<file path="config.mk">
export PLATFORM = sky130hd
export DESIGN_NAME = tooth_rpm_clutch_controller
export DESIGN_NICKNAME = d
export VERILOG_FILES = /design/src/rtl/trcc_pkg.sv /design/src/rtl/tooth_rpm_clutch_controller.sv
export SDC_FILE = /design/constraint.sdc
export NUM_CORES = 2
export LEC_CHECK = 0
export BUFFER_PORTS_ARGS = -buffer_cell sky130_fd_sc_hd__buf_2
export CELL_PAD_IN_SITES_DETAIL_PLACEMENT = 1
export CELL_PAD_IN_SITES_GLOBAL_PLACEMENT = 1
export CORE_MARGIN = 2
export CORE_UTILIZATION = 29
export CTS_BUF_LIST = sky130_fd_sc_hd__clkbuf_4 sky130_fd_sc_hd__clkbuf_8
export DETAILED_ROUTE_END_ITERATION = 10
export GPL_TIMING_DRIVEN = 0
export HOLD_SLACK_MARGIN = 0.03
export MAX_ROUTING_LAYER = met4
export PLACE_DENSITY_LB_ADDON = 0.12
export SETUP_SLACK_MARGIN = 0.05
export SYNTH_ARGS = -nofsm -noshare
export SYNTH_HDL_FRONTEND = slang
export SYNTH_SLANG_ARGS = --single-unit
</file>
<file path="constraint.sdc">
create_clock -name clk -period 9.76 [get_ports clk]
set_input_delay 0.488 -clock clk [delete_from_list [all_inputs] [get_ports clk]]
set_output_delay 0.488 -clock clk [all_outputs]
set_load 0.005 [all_outputs]
</file>
<file path="src/rtl/trcc_pkg.sv">
`timescale 1ns / 1ps

package trcc_pkg;

  localparam int TS_W      = 32;
  localparam int RPM_W     = 16;
  localparam int ADC_W     = 10;
  localparam int CFG_IDX_W = 3;
  localparam int CFG_DAT_W = 32;

  // pot * span numerator width and the full-scale pot divisor
  localparam int MAP_NUM_W = ADC_W + RPM_W;
  localparam int MAP_DIV   = 1023;
  // MAP_DIV is 2**MAP_SH - 1, so the quotient comes from a shift-add estimate
  localparam int MAP_SH    = 10;
  localparam int SEC_PER_MIN = 60;

  // register indexes
  localparam logic [CFG_IDX_W-1:0] REG_NORMAL_ENGAGE = 3'd0;
  localparam logic [CFG_IDX_W-1:0] REG_KICK_ENGAGE   = 3'd1;
  localparam logic [CFG_IDX_W-1:0] REG_DIS_MIN       = 3'd2;
  localparam logic [CFG_IDX_W-1:0] REG_DIS_MAX       = 3'd3;
  localparam logic [CFG_IDX_W-1:0] REG_SAFE_MAX      = 3'd4;
  localparam logic [CFG_IDX_W-1:0] REG_HYST          = 3'd5;
  localparam logic [CFG_IDX_W-1:0] REG_MARGIN        = 3'd6;
  localparam logic [CFG_IDX_W-1:0] REG_TIMEOUT       = 3'd7;

  // register reset values
  localparam logic [RPM_W-1:0] RST_NORMAL_ENGAGE = 16'd1700;
  localparam logic [RPM_W-1:0] RST_KICK_ENGAGE   = 16'd1200;
  localparam logic [RPM_W-1:0] RST_DIS_MIN       = 16'd2200;
  localparam logic [RPM_W-1:0] RST_DIS_MAX       = 16'd2800;
  localparam logic [RPM_W-1:0] RST_SAFE_MAX      = 16'd3000;
  localparam logic [RPM_W-1:0] RST_HYST          = 16'd120;
  localparam logic [RPM_W-1:0] RST_MARGIN        = 16'd60;
  localparam logic [TS_W-1:0]  RST_TIMEOUT       = 32'd240000;

  localparam logic [RPM_W-1:0] RPM_MAX = '1;

  typedef logic [RPM_W-1:0] rpm_t;
  typedef logic [TS_W-1:0]  ts_t;
  typedef logic [ADC_W-1:0] adc_t;

endpackage

</file>
<file path="src/rtl/tooth_rpm_clutch_controller.sv">
`timescale 1ns / 1ps

// Accept to result valid: a tooth edge goes to S_OUT; a control update runs S_MAP_MUL,
// S_MAP_EST, S_MAP_FIX, S_MAP_END, then S_RPM_MUL, S_DIV (27 restoring divider steps),
// S_RPM_END and S_FSTEP if a new period is pending, then S_TMO, S_CLUTCH and S_OUT. One
// request at a time: in_ready drops after accept and returns as the result register loads.
// Reset (rst_n low, synchronous): config to defaults, control state clears, no result.
module tooth_rpm_clutch_controller #(
  parameter int TOOTH_COUNT    = 66,
  parameter int TICK_RATE_HZ   = 2000000,
  parameter int FILTER_SHIFT   = 2,
  parameter int KICK_THRESHOLD = 512
) (
  input  logic                              clk,
  input  logic                              rst_n,
  input  logic                              in_valid,
  output logic                              in_ready,
  input  logic                              in_opcode,
  input  logic [trcc_pkg::TS_W-1:0]         in_timestamp,
  input  logic [trcc_pkg::ADC_W-1:0]        in_pot_adc,
  input  logic [trcc_pkg::ADC_W-1:0]        in_kickdown_adc,
  output logic                              out_valid,
  input  logic                              out_ready,
  output logic [trcc_pkg::RPM_W-1:0]        out_filtered_rpm,
  output logic [trcc_pkg::RPM_W-1:0]        out_dis_thresh,
  output logic                              out_kick_on,
  output logic                              out_clutch_enable,
  input  logic                              cfg_valid,
  output logic                              cfg_ready,
  input  logic [trcc_pkg::CFG_IDX_W-1:0]    cfg_index,
  input  logic [trcc_pkg::CFG_DAT_W-1:0]    cfg_data
);
  import trcc_pkg::*;

  localparam longint unsigned NUM_C = 64'(TICK_RATE_HZ) * 64'(SEC_PER_MIN);
  localparam int NUM_W = $clog2(NUM_C + 1);
  localparam int DN_W  = (NUM_W > MAP_NUM_W) ? NUM_W : MAP_NUM_W;
  localparam int TW    = $clog2(TOOTH_COUNT + 1);
  localparam int DEN_W = TS_W + TW;
  localparam int CNT_W = $clog2(DN_W);
  localparam int PROD_W = TS_W + RPM_W;
  localparam int MS_W  = MAP_NUM_W + 1;

  localparam logic [3:0] S_IDLE    = 4'd0;
  localparam logic [3:0] S_MAP_MUL = 4'd1;
  localparam logic [3:0] S_DIV     = 4'd2;
  localparam logic [3:0] S_MAP_END = 4'd3;
  localparam logic [3:0] S_RPM_MUL = 4'd4;
  localparam logic [3:0] S_RPM_END = 4'd5;
  localparam logic [3:0] S_FSTEP   = 4'd6;
  localparam logic [3:0] S_TMO     = 4'd7;
  localparam logic [3:0] S_CLUTCH  = 4'd8;
  localparam logic [3:0] S_OUT     = 4'd9;
  localparam logic [3:0] S_MAP_EST = 4'd10;
  localparam logic [3:0] S_MAP_FIX = 4'd11;

  logic [3:0] state_r, state_nxt;

  // configuration
  rpm_t normal_engage_r, kick_engage_r, dis_min_r, dis_max_r;
  rpm_t safe_max_r, hyst_r, margin_r;
  ts_t  timeout_r;

  // block state
  ts_t  last_pulse_r, last_pulse_nxt;
  ts_t  pending_r, pending_nxt;
  logic pend_flag_r, pend_flag_nxt;
  rpm_t filt_r, filt_nxt;
  logic clutch_r, clutch_nxt;
  rpm_t last_dis_r, last_dis_nxt;
  logic last_kd_r, last_kd_nxt;

  // per-update work registers
  ts_t  ts_r, ts_nxt;
  adc_t pot_r, pot_nxt;
  logic kd_r, kd_nxt;
  rpm_t dis_r, dis_nxt;
  rpm_t rpm_r, rpm_nxt;

  // shared multiplier and divider
  logic [DN_W-1:0]  num_r, num_nxt;
  logic [DEN_W-1:0] den_r, den_nxt;
  logic [DEN_W-1:0] rem_r, rem_nxt;
  logic [DN_W-1:0]  quot_r, quot_nxt;
  logic [CNT_W-1:0] cnt_r, cnt_nxt;

  // result register
  logic out_valid_r, out_valid_nxt;
  rpm_t out_rpm_r, out_rpm_nxt;
  rpm_t out_dis_r, out_dis_nxt;
  logic out_kd_r, out_kd_nxt;
  logic out_cl_r, out_cl_nxt;

  logic [TS_W-1:0]   mul_a;
  logic [RPM_W-1:0]  mul_b;
  logic [PROD_W-1:0] prod;
  logic [DEN_W:0]    trial;
  logic              trial_ge;
  rpm_t              span;
  logic [MS_W-1:0]   map_sum, map_rem;
  logic              map_fix;
  logic [RPM_W:0]    dsum;
  logic signed [RPM_W+1:0] delta, fstep, fsum;
  ts_t               period, age;
  rpm_t              engage, release_lvl, upper;
  logic [RPM_W:0]    rpm_margin;
  logic              in_acc, out_load;

  assign in_acc   = in_valid && in_ready;
  assign in_ready = rst_n && (state_r == S_IDLE);
  assign cfg_ready = rst_n;

  assign out_valid           = out_valid_r;
  assign out_filtered_rpm    = out_rpm_r;
  assign out_dis_thresh      = out_dis_r;
  assign out_kick_on         = out_kd_r;
  assign out_clutch_enable   = out_cl_r;

  assign span  = (dis_max_r > dis_min_r) ? rpm_t'(dis_max_r - dis_min_r) : '0;
  assign mul_a = (state_r == S_RPM_MUL) ? pending_r : TS_W'(pot_r);
  assign mul_b = (state_r == S_RPM_MUL) ? RPM_W'(TOOTH_COUNT) : span;
  assign prod  = PROD_W'(mul_a) * PROD_W'(mul_b);

  assign trial    = {rem_r, num_r[DN_W-1]};
  assign trial_ge = (trial >= {1'b0, den_r});

  // x / 1023 from x * (1 + 2^-10 + 2^-20) / 2^10: low by at most one, then one fixup
  assign map_sum = MS_W'(num_r[MAP_NUM_W-1:0]) + MS_W'(num_r[MAP_NUM_W-1:MAP_SH]) +
                   MS_W'(num_r[MAP_NUM_W-1:2*MAP_SH]);
  assign map_rem = MS_W'(num_r[MAP_NUM_W-1:0]) - (MS_W'(quot_r[RPM_W-1:0]) << MAP_SH) +
                   MS_W'(quot_r[RPM_W-1:0]);
  assign map_fix = (map_rem >= MS_W'(MAP_DIV));

  assign period = in_timestamp - last_pulse_r;
  assign age    = ts_r - last_pulse_r;
  assign dsum   = {1'b0, dis_min_r} + {1'b0, quot_r[RPM_W-1:0]};

  assign delta = $signed({2'b00, rpm_r}) - $signed({2'b00, filt_r});
  assign fstep = delta >>> FILTER_SHIFT;
  assign fsum  = $signed({2'b00, filt_r}) + fstep;

  assign engage      = kd_r ? kick_engage_r : normal_engage_r;
  assign release_lvl = (engage > hyst_r) ? rpm_t'(engage - hyst_r) : '0;
  assign upper       = (dis_r > safe_max_r) ? safe_max_r : dis_r;
  assign rpm_margin  = {1'b0, filt_r} + {1'b0, margin_r};

  assign out_load = (state_r == S_OUT) && (!out_valid_r || out_ready);

  always_comb begin
    state_nxt      = state_r;
    last_pulse_nxt = last_pulse_r;
    pending_nxt    = pending_r;
    pend_flag_nxt  = pend_flag_r;
    filt_nxt       = filt_r;
    clutch_nxt     = clutch_r;
    last_dis_nxt   = last_dis_r;
    last_kd_nxt    = last_kd_r;
    ts_nxt         = ts_r;
    pot_nxt        = pot_r;
    kd_nxt         = kd_r;
    dis_nxt        = dis_r;
    rpm_nxt        = rpm_r;
    num_nxt        = num_r;
    den_nxt        = den_r;
    rem_nxt        = rem_r;
    quot_nxt       = quot_r;
    cnt_nxt        = cnt_r;
    out_valid_nxt  = out_valid_r && !out_ready;
    out_rpm_nxt    = out_rpm_r;
    out_dis_nxt    = out_dis_r;
    out_kd_nxt     = out_kd_r;
    out_cl_nxt     = out_cl_r;

    unique case (state_r)
      S_IDLE: begin
        if (in_acc) begin
          if (!in_opcode) begin
            last_pulse_nxt = in_timestamp;
            if (period != '0) begin
              pending_nxt   = period;
              pend_flag_nxt = 1'b1;
            end
            state_nxt = S_OUT;
          end else begin
            ts_nxt    = in_timestamp;
            pot_nxt   = in_pot_adc;
            kd_nxt    = (in_kickdown_adc >= ADC_W'(KICK_THRESHOLD));
            state_nxt = S_MAP_MUL;
          end
        end
      end
      S_MAP_MUL: begin
        num_nxt   = DN_W'(prod[MAP_NUM_W-1:0]);
        state_nxt = S_MAP_EST;
      end
      S_MAP_EST: begin
        quot_nxt  = DN_W'(map_sum[MS_W-1:MAP_SH]);
        state_nxt = S_MAP_FIX;
      end
      S_MAP_FIX: begin
        quot_nxt  = quot_r + DN_W'(map_fix);
        state_nxt = S_MAP_END;
      end
      S_DIV: begin
        rem_nxt  = trial_ge ? DEN_W'(trial - {1'b0, den_r}) : DEN_W'(trial);
        num_nxt  = {num_r[DN_W-2:0], 1'b0};
        quot_nxt = {quot_r[DN_W-2:0], trial_ge};
        if (cnt_r == '0) begin
          state_nxt = S_RPM_END;
        end else begin
          cnt_nxt = cnt_r - 1'b1;
        end
      end
      S_MAP_END: begin
        dis_nxt   = dsum[RPM_W] ? RPM_MAX : dsum[RPM_W-1:0];
        state_nxt = pend_flag_r ? S_RPM_MUL : S_TMO;
      end
      S_RPM_MUL: begin
        num_nxt       = DN_W'(NUM_C);
        den_nxt       = prod[DEN_W-1:0];
        rem_nxt       = '0;
        quot_nxt      = '0;
        cnt_nxt       = CNT_W'(DN_W - 1);
        state_nxt     = S_DIV;
      end
      S_RPM_END: begin
        rpm_nxt   = (quot_r > DN_W'(RPM_MAX)) ? RPM_MAX : quot_r[RPM_W-1:0];
        state_nxt = S_FSTEP;
      end
      S_FSTEP: begin
        pend_flag_nxt = 1'b0;
        filt_nxt      = (filt_r == '0) ? rpm_r : fsum[RPM_W-1:0];
        state_nxt     = S_TMO;
      end
      S_TMO: begin
        // drop the filter once the last edge is stale
        if (age > timeout_r) begin
          filt_nxt = '0;
        end
        state_nxt = S_CLUTCH;
      end
      S_CLUTCH: begin
        if (clutch_r) begin
          if (filt_r >= safe_max_r || filt_r >= upper || filt_r < release_lvl) begin
            clutch_nxt = 1'b0;
          end
        end else if (filt_r >= engage && filt_r < safe_max_r &&
                     rpm_margin < {1'b0, upper}) begin
          clutch_nxt = 1'b1;
        end
        last_dis_nxt = dis_r;
        last_kd_nxt  = kd_r;
        state_nxt    = S_OUT;
      end
      S_OUT: begin
        if (out_load) begin
          out_valid_nxt = 1'b1;
          out_rpm_nxt   = filt_r;
          out_dis_nxt   = last_dis_r;
          out_kd_nxt    = last_kd_r;
          out_cl_nxt    = clutch_r;
          state_nxt     = S_IDLE;
        end
      end
      default: state_nxt = S_IDLE;
    endcase
  end

  always_ff @(posedge clk) begin
    if (!rst_n) begin
      state_r         <= S_IDLE;
      last_pulse_r    <= '0;
      pending_r       <= '0;
      pend_flag_r     <= 1'b0;
      filt_r          <= '0;
      clutch_r        <= 1'b0;
      last_dis_r      <= '0;
      last_kd_r       <= 1'b0;
      out_valid_r     <= 1'b0;
      cnt_r           <= '0;
      normal_engage_r <= RST_NORMAL_ENGAGE;
      kick_engage_r   <= RST_KICK_ENGAGE;
      dis_min_r       <= RST_DIS_MIN;
      dis_max_r       <= RST_DIS_MAX;
      safe_max_r      <= RST_SAFE_MAX;
      hyst_r          <= RST_HYST;
      margin_r        <= RST_MARGIN;
      timeout_r       <= RST_TIMEOUT;
    end else begin
      state_r      <= state_nxt;
      last_pulse_r <= last_pulse_nxt;
      pending_r    <= pending_nxt;
      pend_flag_r  <= pend_flag_nxt;
      filt_r       <= filt_nxt;
      clutch_r     <= clutch_nxt;
      last_dis_r   <= last_dis_nxt;
      last_kd_r    <= last_kd_nxt;
      out_valid_r  <= out_valid_nxt;
      cnt_r        <= cnt_nxt;
      if (cfg_valid && cfg_ready) begin
        unique case (cfg_index)
          REG_NORMAL_ENGAGE: normal_engage_r <= cfg_data[RPM_W-1:0];
          REG_KICK_ENGAGE:   kick_engage_r   <= cfg_data[RPM_W-1:0];
          REG_DIS_MIN:       dis_min_r       <= cfg_data[RPM_W-1:0];
          REG_DIS_MAX:       dis_max_r       <= cfg_data[RPM_W-1:0];
          REG_SAFE_MAX:      safe_max_r      <= cfg_data[RPM_W-1:0];
          REG_HYST:          hyst_r          <= cfg_data[RPM_W-1:0];
          REG_MARGIN:        margin_r        <= cfg_data[RPM_W-1:0];
          REG_TIMEOUT:       timeout_r       <= cfg_data[TS_W-1:0];
          default:           timeout_r       <= timeout_r;
        endcase
      end
    end
  end

  // payload and datapath registers
  always_ff @(posedge clk) begin
    ts_r      <= ts_nxt;
    pot_r     <= pot_nxt;
    kd_r      <= kd_nxt;
    dis_r     <= dis_nxt;
    rpm_r     <= rpm_nxt;
    num_r     <= num_nxt;
    den_r     <= den_nxt;
    rem_r     <= rem_nxt;
    quot_r    <= quot_nxt;
    out_rpm_r <= out_rpm_nxt;
    out_dis_r <= out_dis_nxt;
    out_kd_r  <= out_kd_nxt;
    out_cl_r  <= out_cl_nxt;
  end

endmodule

</file>
==> run metrics <==
slowest CP cell fa_1; RD Place Congestion 0.829; Yosys reg bits 494; Final ANT Viol Nets 0; clock slew at reported path FFs 0.06 ns; hold_ws 0.127 ns; most frequent CP cell fa_1; period utilisation layout 0.956; CP startpoint kind flop; max-slew violation count 0; failing checks capacitance limit; worst r2r src dis_min_r[2]$_SDFFE_PN0P_; pin count of the biggest net entering global routing 34; Core Box Area 159000 µm²; first-pass GRT wire length 238000 µm; starting density of the core 0.293; Design Area, Final 53700 µm²; asr flop ratio synth 0; total congestion overflow 0; Post-DP Area 50800 µm²; layout cells sized above 1 0.0664; via count 37900; Crit path arrival time 9.80 ns; fmax 107 MHz; Ys Warns 0; Num CTS Buffers 100; chip height 404 µm; Die Footprint 164000 µm²; Root Buffer clkbuf_8; delay-heaviest family, CP compound AO/OA/AOI/OAI gates; CTS sink count 494; width of the die 404 µm; status complete, but fails checks; CP bufs+invs 4; synth-to-layout area growth 15.5%; Seq/Total Area, Yosys 0.265; R2R Path End den_r[37]$_DFFE_PP_; Worst-Margin Slew 1.49 ns; Worst Path Max Fanout 9; Synth cell types 85; Crit. End Element flop; drt drc 0; Avg Inst Size Synth 8.84 µm²; headroom to the max-slew limit 0.00487; CTS tree built; Worst Hold End dis_max_r[3]$_SDFFE_PN0P_; all-layer global routing usage 0.194; Port Buffers 102; initial antenna violation count 5; Synth Flop Type dfxtp_1; final WL 152000 µm; worst-case reg-to-reg path depth 32; Final setup viols 0; Mapped Area 46500 µm²; Post-synth EDFFs 241; RSZ-0062 raised after global routing no; Syn Inst Count 5257; Longest Clk Path Bufs 3; post-DP HPWL 125000 µm; WHS Path Cells 3; critical path type flop to flop; I/O pins 130; hold_sp cfg_data[3]; clock skew 0.0970 ns; final net count 6777; vias in the first global route 40100; Clk Latency, worst-skew pair 0.83 ns; Hold WC Path Type input port to flop; wire per inst 19.1 µm; max_cap viols 1; H-Tree Level Count 3; slack of the worst reg-to-reg path 0.43 ns; Initial DRC Count 1494; TritonRoute pass-1 iters 5; Final min period 9.33 ns; Core Rows 146; CP required 10.23 ns; Final Hold Fails 0; DR vias/cell 4.76; slowest cell delay on critical path 0.56 ns
-- cell usage in the layout (no fill, tap or decap), drive strengths merged, types with 12 or more instances in the layout --
cell type	n
a211oi	20
a21boi	14
a21o	122
a21oi	416
a22oi	15
a31oi	28
and2	27
and3	39
buf	133
clkbuf	286
clkinv	34
conb	263
dfxtp	253
dlygate4sd3	64
edfxtp	241
fa	403
ha	478
inv	792
mux2i	87
nand2	780
nand2b	53
nand3	88
nand4	67
nor2	278
nor2b	53
nor3	57
nor4	25
o2111ai	12
o211ai	44
o21a	30
o21ai	188
o21bai	40
o31ai	15
or2	14
or3	27
xnor2	173
xor2	67
-- layer usage --
layer,GRT usage,up-vias,wire (µm)
met2,0.319,435,72300
met5,-,-,0
met3,0.0213,189,3720
li1,-,18500,-
met1,0.254,18800,72200
met4,0.0520,0,3990
-- tightest hold or removal path: stages --
cell and delay (ns):
buf_2 0.23, nand2_1 0.10, a21oi_1 0.05
-- state kept, by name, indices dropped and copies added (netlist names), 27 cells and up --
| name | count |
|---|---|
| rem_r | 39 |
| last_pulse_r | 32 |
| quot_r | 27 |
| num_r | 27 |
| ts_r | 32 |
| den_r | 39 |
| pending_r | 32 |
| timeout_r | 32 |
-- what timing repair did --
action / 4_1_cts / 5_1_grt
pin swaps: 1 / 4
buffers inserted: 2 / 3
resized for setup: 16 / 33
endpoints found under the hold margin: 110 / 0
endpoints found under the setup margin: 28 / 18
hold buffers: 64 / 0
-- how the worst max path moves through the flow --
stage	startpoint	endpoint	slack [ns]	depth (start not counted)
after global placement	state_r[1]$_SDFFE_PN0P_	den_r[37]$_DFFE_PP_	-1.80	29
final	dis_min_r[2]$_SDFFE_PN0P_	den_r[37]$_DFFE_PP_	0.43	32
after detailed placement	dis_min_r[2]$_SDFFE_PN0P_	den_r[37]$_DFFE_PP_	-1.16	31
after CTS	dis_min_r[2]$_SDFFE_PN0P_	den_r[37]$_DFFE_PP_	0.01	32
after global routing	dis_min_r[2]$_SDFFE_PN0P_	den_r[37]$_DFFE_PP_	0.03	35
after floorplan	dis_min_r[5]$_SDFFE_PN0P_	den_r[37]$_DFFE_PP_	1.24	32
-- kinds of logic after synthesis --
kind of cell | share of synthesized area
and+or+nand+nor | 0.149
AOI/OAI and AO/OA | 0.143
buffers and inverters | 0.0774
adders and majority gates | 0.302
DFF | 0.265
xor gates and xnor gates | 0.0452
muxes | 0.0192
other | 0.000162
-- cells in the mapped netlist, types with 30 or more instances --
cell type	n	area (µm²)
a21o_1	122	916
a21oi_1	416	2080
and3_1	39	244
clkbuf_1	131	492
dfxtp_1	253	5060
edfxtp_1	241	7240
fa_1	403	8070
ha_1	478	5980
inv_1	787	2950
mux2i_1	87	871
nand2_1	780	2930
nand2b_1	53	332
nand3_1	88	440
nand4_1	66	413
nor2_1	278	1040
nor2b_1	53	332
nor3_1	57	285
o211ai_1	44	330
o21a_1	30	225
o21ai_0	182	911
o21bai_1	40	300
xnor2_1	173	1520
xor2_1	67	587
-- per-stage QoR --
stage | worst slack (ns) | setup TNS [ns] | util | std cells
3_5_place_dp | -1.16 | -10.34 | 0.320 | 7704
5_1_grt | 0.0278 | 0 | 0.338 | 7962
3_3_place_gp | -1.80 | -16.45 | 0.319 | 7692
4_1_cts | 0.0109 | 0 | 0.338 | 7958
6_report | 0.429 | 0 | 0.338 | 7963
2_1_floorplan | 1.24 | 0 | - | 5518
-- final cells by class --
| type | count | area [µm²] |
|---|---|---|
| timing repair buffer | 184 | 1360 |
| buffer | 157 | 656 |
| sequential | 494 | 12300 |
| clock buffer | 144 | 1760 |
| tap | 2072 | 2590 |
| fill | 18700 | 105000 |
| antenna | 2 | 5.00 |
| inverter | 788 | 2960 |
| clock inverter | 44 | 330 |
| multi-input combinational | 4078 | 31800 |
Power is left out: the tool's default activity adds up to more than one toggle a clock period on the data nets, which glitch-free logic cannot reach.
